File: config.mk
export PLATFORM = sky130hd
export DESIGN_NAME = smvm_queue
export DESIGN_NICKNAME = d
export VERILOG_FILES = /design/src/rtl/core/smvm_pkg.sv /design/src/rtl/core/smvm_queue.sv
export SDC_FILE = /design/constraint.sdc
export NUM_CORES = 1
export LEC_CHECK = 0
export BUFFER_PORTS_ARGS = -buffer_cell sky130_fd_sc_hd__buf_2
export CAP_MARGIN = 0
export CORE_MARGIN = 1
export CORE_UTILIZATION = 35
export CTS_CLUSTER_DIAMETER = 150
export DETAILED_ROUTE_END_ITERATION = 7
export HOLD_SLACK_MARGIN = 0.12
export PLACE_DENSITY = 0.59
export SLEW_MARGIN = 20
export SYNTH_ARGS = -nofsm -noshare
export SYNTH_HDL_FRONTEND = slang
export SYNTH_SLANG_ARGS = --single-unit
File: constraint.sdc
create_clock -name clk -period 2.4 [get_ports clk]
set_input_delay 0.24 -clock clk [delete_from_list [all_inputs] [get_ports clk]]
set_output_delay 0.24 -clock clk [all_outputs]
set_load 0.05 [all_outputs]
File: src/rtl/core/smvm_pkg.sv
// Shared types and constants for the CSR sparse matrix-vector multiply block.
// Used by every module under rtl/core; depends on nothing.
`default_nettype none

package smvm_pkg;

    // Port field widths
    localparam int KIND_W  = 2;
    localparam int INDEX_W = 10;
    localparam int VALUE_W = 32;
    localparam int ROW_W   = 16;
    localparam int COUNT_W = 11;

    // Width that holds any column index or any column limit
    localparam int CMP_W = 17;

    // Defaults
    localparam int                 MAX_COLUMNS_DEF = 1024;
    localparam logic [COUNT_W-1:0] COUNT_RESET     = 11'd1024;
    localparam int                 QUEUE_DEPTH     = 4;

    // Input item kinds; the fourth code carries no meaning
    localparam logic [KIND_W-1:0] KIND_LOAD    = 2'd0;
    localparam logic [KIND_W-1:0] KIND_NONZERO = 2'd1;
    localparam logic [KIND_W-1:0] KIND_END     = 2'd2;

    // Operations passed from the front part to the back part
    typedef enum logic [1:0] {
        OP_LOAD,
        OP_MAC,
        OP_BAD,
        OP_END
    } op_t;

    localparam int OP_W = 2;

    // Queue status seen by its producer and consumer
    typedef struct packed {
        logic full;
        logic empty;
    } queue_status_t;

endpackage

`default_nettype wire

File: src/rtl/core/smvm_queue.sv
// Short queue between the front and back parts, flip-flop storage.
// Depends on smvm_pkg for the status struct.
`default_nettype none

module smvm_queue #(
    parameter int WIDTH = 8,
    parameter int DEPTH = smvm_pkg::QUEUE_DEPTH
) (
    input  wire logic                 clk,
    input  wire logic                 rst_n,
    input  wire logic                 push,
    input  wire logic [WIDTH-1:0]     push_item,
    input  wire logic                 pop,
    output logic [WIDTH-1:0]          pop_item,
    output smvm_pkg::queue_status_t   status
);

    localparam int PTR_W = (DEPTH > 1) ? $clog2(DEPTH) : 1;
    localparam int CNT_W = $clog2(DEPTH + 1);
    localparam logic [PTR_W-1:0] LAST = PTR_W'(DEPTH - 1);
    localparam logic [CNT_W-1:0] FULL = CNT_W'(DEPTH);

    logic [WIDTH-1:0] slot_reg [DEPTH];
    logic [PTR_W-1:0] wr_ptr_reg;
    logic [PTR_W-1:0] rd_ptr_reg;
    logic [CNT_W-1:0] count_reg;
    logic             do_push;
    logic             do_pop;

    assign status.full  = (count_reg == FULL);
    assign status.empty = (count_reg == '0);
    assign do_push      = push && !status.full;
    assign do_pop       = pop && !status.empty;
    assign pop_item     = slot_reg[rd_ptr_reg];

    // Store the pushed item
    always_ff @(posedge clk)
    begin
        if (do_push)
        begin
            slot_reg[wr_ptr_reg] <= push_item;
        end
    end

    // Advance pointers and count
    always_ff @(posedge clk or negedge rst_n)
    begin
        if (!rst_n)
        begin
            wr_ptr_reg <= '0;
            rd_ptr_reg <= '0;
            count_reg  <= '0;
        end
        else
        begin
            if (do_push)
            begin
                wr_ptr_reg <= (wr_ptr_reg == LAST) ? '0 : wr_ptr_reg + 1'b1;
            end
            if (do_pop)
            begin
                rd_ptr_reg <= (rd_ptr_reg == LAST) ? '0 : rd_ptr_reg + 1'b1;
            end
            if (do_push && !do_pop)
            begin
                count_reg <= count_reg + 1'b1;
            end
            else if (do_pop && !do_push)
            begin
                count_reg <= count_reg - 1'b1;
            end
        end
    end

endmodule

`default_nettype wire

==> metrics.md <==
| Metric | Value |
|---|---|
| Run status | `completed` |
| Vias in the first global route | `838` |
| Gpl congestion | `0.708` |
| DR vias | `759` |
| Post-CTS Resized | `0` |
| Wire per inst | `15.4 um` |
| VDD IR max | `0.000356 V` |
| Final Skew | `0.00267 ns` |
| RSZ-0062 raised after global routing | `false` |
| Most frequent cell after synthesis | `edfxtp_1` |
| Initial antenna violation count | `0` |
| Sequential fraction of the synthesis area | `between 70% and 80%` |
| CP peak stage delay | `0.74 ns` |
| Placed cell count | `149` |
| Congestion Overflow GR | `0` |
| Die W | `70.0 um` |
| Num CTS Buffers | `5` |
| Routed wire length | `2420 um` |
| Starting Density | `36.7%` |
| Max reg flops | `32` |
| Post-synthesis async set-or-reset flop share | `approximately 18%` |
| Post-Syn Nets | `98` |
| Via density | `4.83` |
| ANT nets after route | `0` |
| Syn_area_per_cell | `20.5 um^2` |
| Clock Pin Slew Worst Setup and Hold Paths | `0.07 ns` |
| Initial DRT Pass Iterations | `4` |
| Post-DP HPWL | `1660 um` |
| Cell Pwr Density | `approximately 1400 nW/um^2` |
| Layout cells sized above 1 | `between 40% and 50%` |
| Maximum fanout along the worst path | `11` |
| CP Data Required Time | `between 2 and 2.5 ns` |
| Drt drc | `0` |
| Nets | `124` |
| Setup crit end kind | `primary output` |
| Synth top area cells | `edfxtp_1 (59%), mux4_2 (11%), dfrtp_1 (11%)` |
| Root Driver | `clkbuf_8` |
| Worst skew pair latency | `0.28 ns` |
| FP Rows | `24` |
| Worst-Margin Slew | `0.624 ns` |
| Finished Layout Cells | `157` |
| First-pass GRT wire length | `4000 um` |
| CTS tree | `built` |
| Number of synthesized flops with an enable pin | `32` |
| Slew Limit Fails | `0` |
| Core area | `4410 um^2` |
| Synth Instances | `79` |
| Hold/Removal Path Class | `primary input to flip-flop` |
| Post-Place Worst Slack | `0.337 ns` |
| FF+latch count, synth | `39` |
| Crit path buf inv count | `1` |
| Share of the synthesized area in the top cell type | `between 50 and 60%` |
| CTS sink count | `39` |
| Clk buf depth | `2` |
| Total power | `between 0.002 and 0.003 W` |
| Hold Slack | `around 0.17 ns` |
| DRT iter0 DRCs | `8` |
| Leakage | `slightly above 0.7 nW` |
| Max-slew headroom | `slightly below 60%` |
| Part of the cycle the worst path needs | `86.5%` |
| Total Die Area | `4910 um^2` |
| Antenna cells | `0` |
| Post-synth top area cell | `edfxtp_1` |
| Setup violators final | `0` |
| Worst path top cell family by delay | `flip-flops` |
| CP max stage cell | `dfrtp_1` |
| Largest net degree at the start of global routing | `12` |
| Startpoint types | `flip-flop` |
| Synth Cell Area | `~1600 um^2` |
| Area growth from synthesis to layout | `16.9%` |
| Setup TNS | `0 ns` |
| Distinct cells, synth | `19` |
| Crit path kind | `flip-flop to primary output` |
| Synth Flop Type | `edfxtp_1` |
| IO Count | `22` |
| Max_cap viols | `0` |
| Hold Vio Cnt, Final | `0` |
| Fmax | `0.482 GHz` |
| Post-route setup slack | `0.324 ns` |
| Synth warnings | `0` |
| Crit-path cells | `mux4_2, buf_2` |
| Final min period | `2.08 ns` |
| # port buffers | `21` |
| H-tree levels | `2` |
| Fill cells | `377` |
| Critical path arrival | `approximately 1.8 ns` |
| Die Y-Extent | `approximately 70 um` |
| GR Util All Layers | `11.3%` |
| Top cells by count, synth | `edfxtp_1 (32), mux4_2 (8), dfrtp_1 (7)` |
## cell type report
class | count | area [um^2] | share of cell area, %
timing repair buffer | 22 | 115 | 6.08
clock buffer | 6 | 72.6 | 3.83
tap | 52 | 65.1 | 3.43
sequential | 39 | 1140 | 60.0
multi-input combinational | 34 | 464 | 24.5
inverter | 3 | 11.3 | 0.594
clock inverter | 1 | 30.0 | 1.59
## timing repair
action	in CTS	in global routing
endpoints found under the hold margin	7	0
hold buffers	1	0
buffers inserted	0	0
## per-layer routing
layer  up-vias  routed length, um  track usage (%)
li1        350                  -                -
met1       390                995             12.5
met2        14               1270             18.9
met3         5                111             4.62
met4         0                 40             5.33
met5         -                  0                0
## worst register-to-register path, cell delays in order (launching register included)
cell and delay, ns:
dfrtp_1 0.43, nor3b_4 0.18, nor2b_2 0.27, ha_1 0.24
inv_1 0.06, fa_1 0.38, xor2_1 0.16, nor2_1 0.11
xor2_1 0.16
## per-stage QoR
stage               util [%]  instance area [um^2]
floorplan                  -                  1630
global placement        40.4                  1780
detailed placement      40.4                  1780
CTS                     42.9                  1890
global route            42.9                  1890
finish                  42.9                  1890
## path summary, 6_finish.rpt
check / start / end / slack (ns) / cells past startpoint
setup / recovery: rd_ptr_reg[0] / pop_item[6] / 0.32 / 2
hold / removal: push_item[3] / slot_reg[3][3] / 0.17 / 1
setup reg to reg: count_reg[2] / count_reg[2] / 0.33 / 8
hold reg to reg: count_reg[2] / count_reg[2] / 0.57 / 1
max in group asynchronous: rst_n / rd_ptr_reg[1] / 1.93 / 2
min in group asynchronous: rst_n / count_reg[0] / 0.32 / 2
## where the power goes
group	leakage (nW)	total [W]	switching (W)	internal [W]
Sequential	0.375	0.00110	0.000180	0.000916
Combinational	0.286	0.00102	0.000615	0.000404
Clock	0.0513	0.000508	0.000204	0.000304
## kinds of logic after synthesis
| logic type | share of synthesized area (%) |
|---|---|
| DFF | 70.1 |
| muxes | 15.1 |
| and+or+nand+nor | 5.41 |
| adders and majority gates | 5.87 |
| buffers and inverters | 1.93 |
| xor gates and xnor gates | 1.62 |
## cells in the final DEF (no fill, tap or decap), drive strengths merged
cell / instances
ha: 6
xor2: 2
mux2: 5
bufinv: 1
nand2b: 1
nor2b: 1
inv: 3
xnor2: 1
nor3b: 1
nor3: 1
nor2: 3
dfrtp: 7
clkbuf: 6
fa: 1
dlygate4sd3: 1
buf: 21
mux4: 8
edfxtp: 32
and2: 4
(Power assumes the default switching activity.)
