===== src/rtl/core/smvm_pkg.sv =====
// Shared types and constants for the CSR sparse matrix-vector multiply block.
// Used by every module under rtl/core; depends on nothing.
`default_nettype none

package smvm_pkg;

    // Port field widths
    localparam int KIND_W  = 2;
    localparam int INDEX_W = 10;
    localparam int VALUE_W = 32;
    localparam int ROW_W   = 16;
    localparam int COUNT_W = 11;

    // Width that holds any column index or any column limit
    localparam int CMP_W = 17;

    // Defaults
    localparam int                 MAX_COLUMNS_DEF = 1024;
    localparam logic [COUNT_W-1:0] COUNT_RESET     = 11'd1024;
    localparam int                 QUEUE_DEPTH     = 4;

    // Input item kinds; the fourth code carries no meaning
    localparam logic [KIND_W-1:0] KIND_LOAD    = 2'd0;
    localparam logic [KIND_W-1:0] KIND_NONZERO = 2'd1;
    localparam logic [KIND_W-1:0] KIND_END     = 2'd2;

    // Operations passed from the front part to the back part
    typedef enum logic [1:0] {
        OP_LOAD,
        OP_MAC,
        OP_BAD,
        OP_END
    } op_t;

    localparam int OP_W = 2;

    // Queue status seen by its producer and consumer
    typedef struct packed {
        logic full;
        logic empty;
    } queue_status_t;

endpackage

`default_nettype wire


===== src/rtl/core/smvm_front.sv =====
// Front part: holds the column count register, accepts input items, classifies
// them and pushes operations into the queue. Depends on smvm_pkg.
`default_nettype none

module smvm_front #(
    parameter int MAX_COLUMNS = smvm_pkg::MAX_COLUMNS_DEF,
    parameter int ADDR_W      = $clog2(MAX_COLUMNS),
    parameter int ITEM_W      = smvm_pkg::OP_W + ADDR_W + smvm_pkg::VALUE_W
) (
    input  wire logic                               clk,
    input  wire logic                               rst_n,
    input  wire logic                               in_valid,
    output logic                                    in_ready,
    input  wire logic [smvm_pkg::KIND_W-1:0]        kind,
    input  wire logic [smvm_pkg::INDEX_W-1:0]       index,
    input  wire logic signed [smvm_pkg::VALUE_W-1:0] value,
    input  wire logic                               cfg_valid,
    output logic                                    cfg_ready,
    input  wire logic [smvm_pkg::COUNT_W-1:0]       column_count,
    input  wire smvm_pkg::queue_status_t            q_status,
    output logic                                    push,
    output logic [ITEM_W-1:0]                       push_item
);

    localparam logic [smvm_pkg::CMP_W-1:0] LIMIT = smvm_pkg::CMP_W'(MAX_COLUMNS);

    logic [smvm_pkg::COUNT_W-1:0] col_count_reg;
    logic [smvm_pkg::CMP_W-1:0]   idx_ext;
    logic [smvm_pkg::CMP_W-1:0]   count_ext;
    logic                         col_bad;
    logic                         keep;
    smvm_pkg::op_t                op;

    // Hold the column count; writes must arrive only while idle (not enforced)
    assign cfg_ready = 1'b1;

    always_ff @(posedge clk or negedge rst_n)
    begin
        if (!rst_n)
        begin
            col_count_reg <= smvm_pkg::COUNT_RESET;
        end
        else if (cfg_valid)
        begin
            col_count_reg <= column_count;
        end
    end

    // Check the column against the register and the store size
    assign idx_ext   = smvm_pkg::CMP_W'(index);
    assign count_ext = smvm_pkg::CMP_W'(col_count_reg);
    assign col_bad   = (idx_ext >= count_ext) || (idx_ext >= LIMIT);

    // Classify the item; drop loads beyond the store and the unused kind
    always_comb
    begin
        op   = smvm_pkg::OP_END;
        keep = 1'b0;
        case (kind)
            smvm_pkg::KIND_LOAD:
            begin
                op   = smvm_pkg::OP_LOAD;
                keep = (idx_ext < LIMIT);
            end
            smvm_pkg::KIND_NONZERO:
            begin
                op   = col_bad ? smvm_pkg::OP_BAD : smvm_pkg::OP_MAC;
                keep = 1'b1;
            end
            smvm_pkg::KIND_END:
            begin
                op   = smvm_pkg::OP_END;
                keep = 1'b1;
            end
            default:
            begin
                op   = smvm_pkg::OP_END;
                keep = 1'b0;
            end
        endcase
    end

    assign in_ready  = !q_status.full;
    assign push      = in_valid && in_ready && keep;
    assign push_item = {op, idx_ext[ADDR_W-1:0], value};

endmodule

`default_nettype wire


===== config.mk =====
export PLATFORM = sky130hd
export DESIGN_NAME = smvm_front
export DESIGN_NICKNAME = d
export VERILOG_FILES = /design/src/rtl/core/smvm_pkg.sv /design/src/rtl/core/smvm_front.sv
export SDC_FILE = /design/constraint.sdc
export NUM_CORES = 1
export LEC_CHECK = 0
export ABC_AREA = 1
export BUFFER_PORTS_ARGS = -buffer_cell sky130_fd_sc_hd__clkbuf_2
export CORE_MARGIN = 2
export CORE_UTILIZATION = 36
export DETAILED_ROUTE_END_ITERATION = 10
export PLACE_DENSITY = 0.82
export SLEW_MARGIN = 15
export SYNTH_ARGS = -nofsm -noshare
export SYNTH_HDL_FRONTEND = slang
export SYNTH_SLANG_ARGS = --single-unit

===== constraint.sdc =====
create_clock -name clk -period 1.27 [get_ports clk]
set_input_delay 0 -clock clk [delete_from_list [all_inputs] [get_ports clk]]
set_output_delay 0 -clock clk [all_outputs]
set_load 0.01 [all_outputs]

==> impl_metrics.json <==
{
  "status": "finished with violations",
  "violations": "setup timing",
  "fin_crit_sh": 1.24,
  "die_w_um": 58.5,
  "swShare": 0.308,
  "nets": 237,
  "worstRegToRegCells": 4,
  "p_leak_nw": 0.704,
  "pre_cts_slack_ps": -60.2,
  "hold_class": "in2out",
  "p_int_w": 0.000707,
  "drc": 0,
  "initial_core_util": 0.384,
  "dieArea_um2": 3420,
  "register_area_um2": 277,
  "antenna_left": 0,
  "synth-main-ff-cell": "dfrtp_1",
  "fin_ws_ps": -303,
  "power.share.clock": 0.234,
  "r2r_end": "col_count_reg[8]",
  "vdd_drop_max_mv": 0.416,
  "grt_pass1_wl_um": 2840,
  "fmax_mhz": 636,
  "largest_register_ffs": 11,
  "placed_area_um2": 1030,
  "die_y_um": 58.5,
  "synth_area_leaders": "buf_4 30%, dfrtp_1 23%, ha_1 12%, nand2_1 11%, inv_1 6.7%",
  "synthArstFlopShare": 1.00,
  "cts.sinks": 11,
  "multiInputGateArea_um2": 479,
  "synth_nets": 215,
  "max_cap_violations": 0,
  "synthTopCellsByCount": "43 x buf_4, 31 x nand2_1, 19 x inv_1",
  "clk_pin_slew_worst_paths_ps": 70,
  "finalSetupViolations": 2,
  "startpoint_type": "register",
  "final_cells": 196,
  "place_congestion": 0.727,
  "crit_type": "reg2out",
  "cp.arrival_ps": 1570,
  "power_density_nw_per_um2": 789,
  "nFillCells": 285,
  "routed_wl_um": 1860,
  "stdcell_area_um2": 1290,
  "vias": 836,
  "synth_area_leader_cell": "buf_4",
  "clk_path_buf_depth": 2,
  "ys_ff_latch": 11,
  "cts_buffers": 3,
  "cts_tree": "built",
  "grt_max_degree": 21,
  "r2r-start": "col_count_reg[8]",
  "synth_top_area_frac": 0.302,
  "end_kind": "output port",
  "synth_edf_count": 0,
  "drive_gt1_frac": 0.473,
  "min_period_ps": 1570,
  "hpwlAfterDp_um": 1490,
  "io-pin-count": 108,
  "yosysSeqAreaShare": 0.259,
  "reg2reg_slack_ps": 460,
  "cp-endpoint": "push_item[43]",
  "num_antenna_cells": 0,
  "syn-cell-area_um2": 1070,
  "placementRows": 19,
  "areaGrowthSynthToFinish_pct": 21.3,
  "path_max_fanout": 2,
  "skew_ps": 0,
  "htree_num_levels": 1,
  "fp.coreArea_um2": 2780,
  "worstSkewPairLatency_ps": 260,
  "drtPass1Iterations": 4,
  "hold_viol": 0,
  "crit_start": "col_count_reg[6]",
  "yosysUniqueCellTypes": 18,
  "maxSlewViolCount": 0,
  "placed_cells": 178,
  "post-synth-top-count-cell": "buf_4",
  "synth_area_per_cell_um2": 7.41,
  "p_switching_w": 0.000315,
  "synthCells": 144,
  "grt_overflow_total": 0,
  "rsz0062_at_grt": "yes",
  "root_buffer": "clkbuf_4",
  "grt_pass1_vias": 720,
  "worstPathRequired_ps": 1270,
  "post_drt_wl_per_cell_um": 9.50,
  "port_buffers": 41,
  "yosysWarnings": 0,
  "antenna_found_initial": 0,
  "drtIter0Drc": 15,
  "viasPerCell": 4.27,
  "share_comb_of_total_power": 0.376,
  "grt_usage": 0.107,
  "seqPwrFrac": 0.390
}
==> per-stage QoR <==
step | utilization | hold slack (ps) | setup TNS (ps) | total power, W
2_1_floorplan | - | -296 | 0 | 0.000693
3_3_place_gp | 0.371 | -106 | -73.4 | 0.000691
3_5_place_dp | 0.371 | -99.6 | -116 | 0.000701
4_1_cts | 0.442 | 0.0686 | -654 | 0.00101
5_1_grt | 0.466 | 0.0151 | -866 | 0.00111
6_report | 0.466 | 0.00357 | -588 | 0.00102
==> cell usage in the layout (no fill, tap or decap), drive strengths merged <==
| cell type | Yosys | final |
|---|---|---|
| clkbuf | 0 | 43 |
| nand2 | 32 | 32 |
| inv | 21 | 21 |
| dlygate4sd3 | 0 | 13 |
| o21ai | 10 | 10 |
| dfrtp | 10 | 10 |
| buf | 45 | 10 |
| ha | 10 | 10 |
| nor2 | 5 | 5 |
| a21oi | 3 | 3 |
| nand3 | 2 | 2 |
| nand3b | 1 | 1 |
| a21boi | 1 | 1 |
| o21bai | 1 | 1 |
| mux2 | 1 | 1 |
| conb | 1 | 1 |
| dfstp | 1 | 1 |
==> worst min-delay path by stage <==
| stage | startpoint | to | slack [ps] | cells after the start |
|---|---|---|---|---|
| 3_5_place_dp | rst_n | col_count_reg[0] | -100 | 1 |
| 5_1_grt | value[12] | push_item[12] | 0.02 | 0 |
| 3_3_place_gp | rst_n | col_count_reg[1] | -110 | 1 |
| 2_1_floorplan | rst_n | col_count_reg[0] | -300 | 0 |
| 6_report | value[21] | push_item[21] | 0.004 | 0 |
| 4_1_cts | value[11] | push_item[11] | 0.07 | 0 |
==> power by group through the flow <==
stage                     Combinational (W)  Clock, W  Sequential, W
after floorplan                    0.000295         0       0.000398
after global placement             0.000293         0       0.000399
after detailed placement           0.000300         0       0.000401
after CTS                          0.000354  0.000256       0.000396
after global routing               0.000439  0.000267       0.000401
final                              0.000385  0.000239       0.000398
==> cells by family after synthesis <==
| family | after synthesis | share of synthesized area |
|---|---|---|
| buffers and inverters | 66 | 0.386 |
| and+or+nand+nor | 40 | 0.149 |
| AOI/OAI and AO/OA | 15 | 0.0750 |
| DFF | 11 | 0.259 |
| adders and majority gates | 10 | 0.117 |
| muxes | 1 | 0.0106 |
| other | 1 | 0.00351 |
==> worst max-delay path: stages, from the launching register on <==
cell	delay [ps]
dfrtp_1	370
inv_2	70
ha_4	200
a21oi_1	150
nand2_1	70
nand2_1	70
nand2_2	60
o21bai_1	130
nand2_1	60
buf_2	130
==> per-layer routing <==
metal / up-vias / routed length, µm / global-route usage
met2: 28 / 973 / 0.189
met1: 366 / 733 / 0.116
li1: 442 / - / -
met5: - / 0 / 0
met3: 0 / 155 / 0.0396
met4: 0 / 0 / 0.0432
==> repair_timing <==
action,CTS,global route
setup buffers,0,1
pin swaps,3,6
resized for setup,8,15
cloned,0,0
hold buffers,13,0
setup endpoints to repair,2,2
hold endpoints to repair,22,0
==> final cells by class <==
cell class,count,area share
clock buffers,4,0.0203
inverters,21,0.0609
multi-input cells,67,0.370
flip-flops and latches,11,0.214
well taps,31,0.0300
repair buffers,62,0.305
Power figures use the tool's default switching activity.
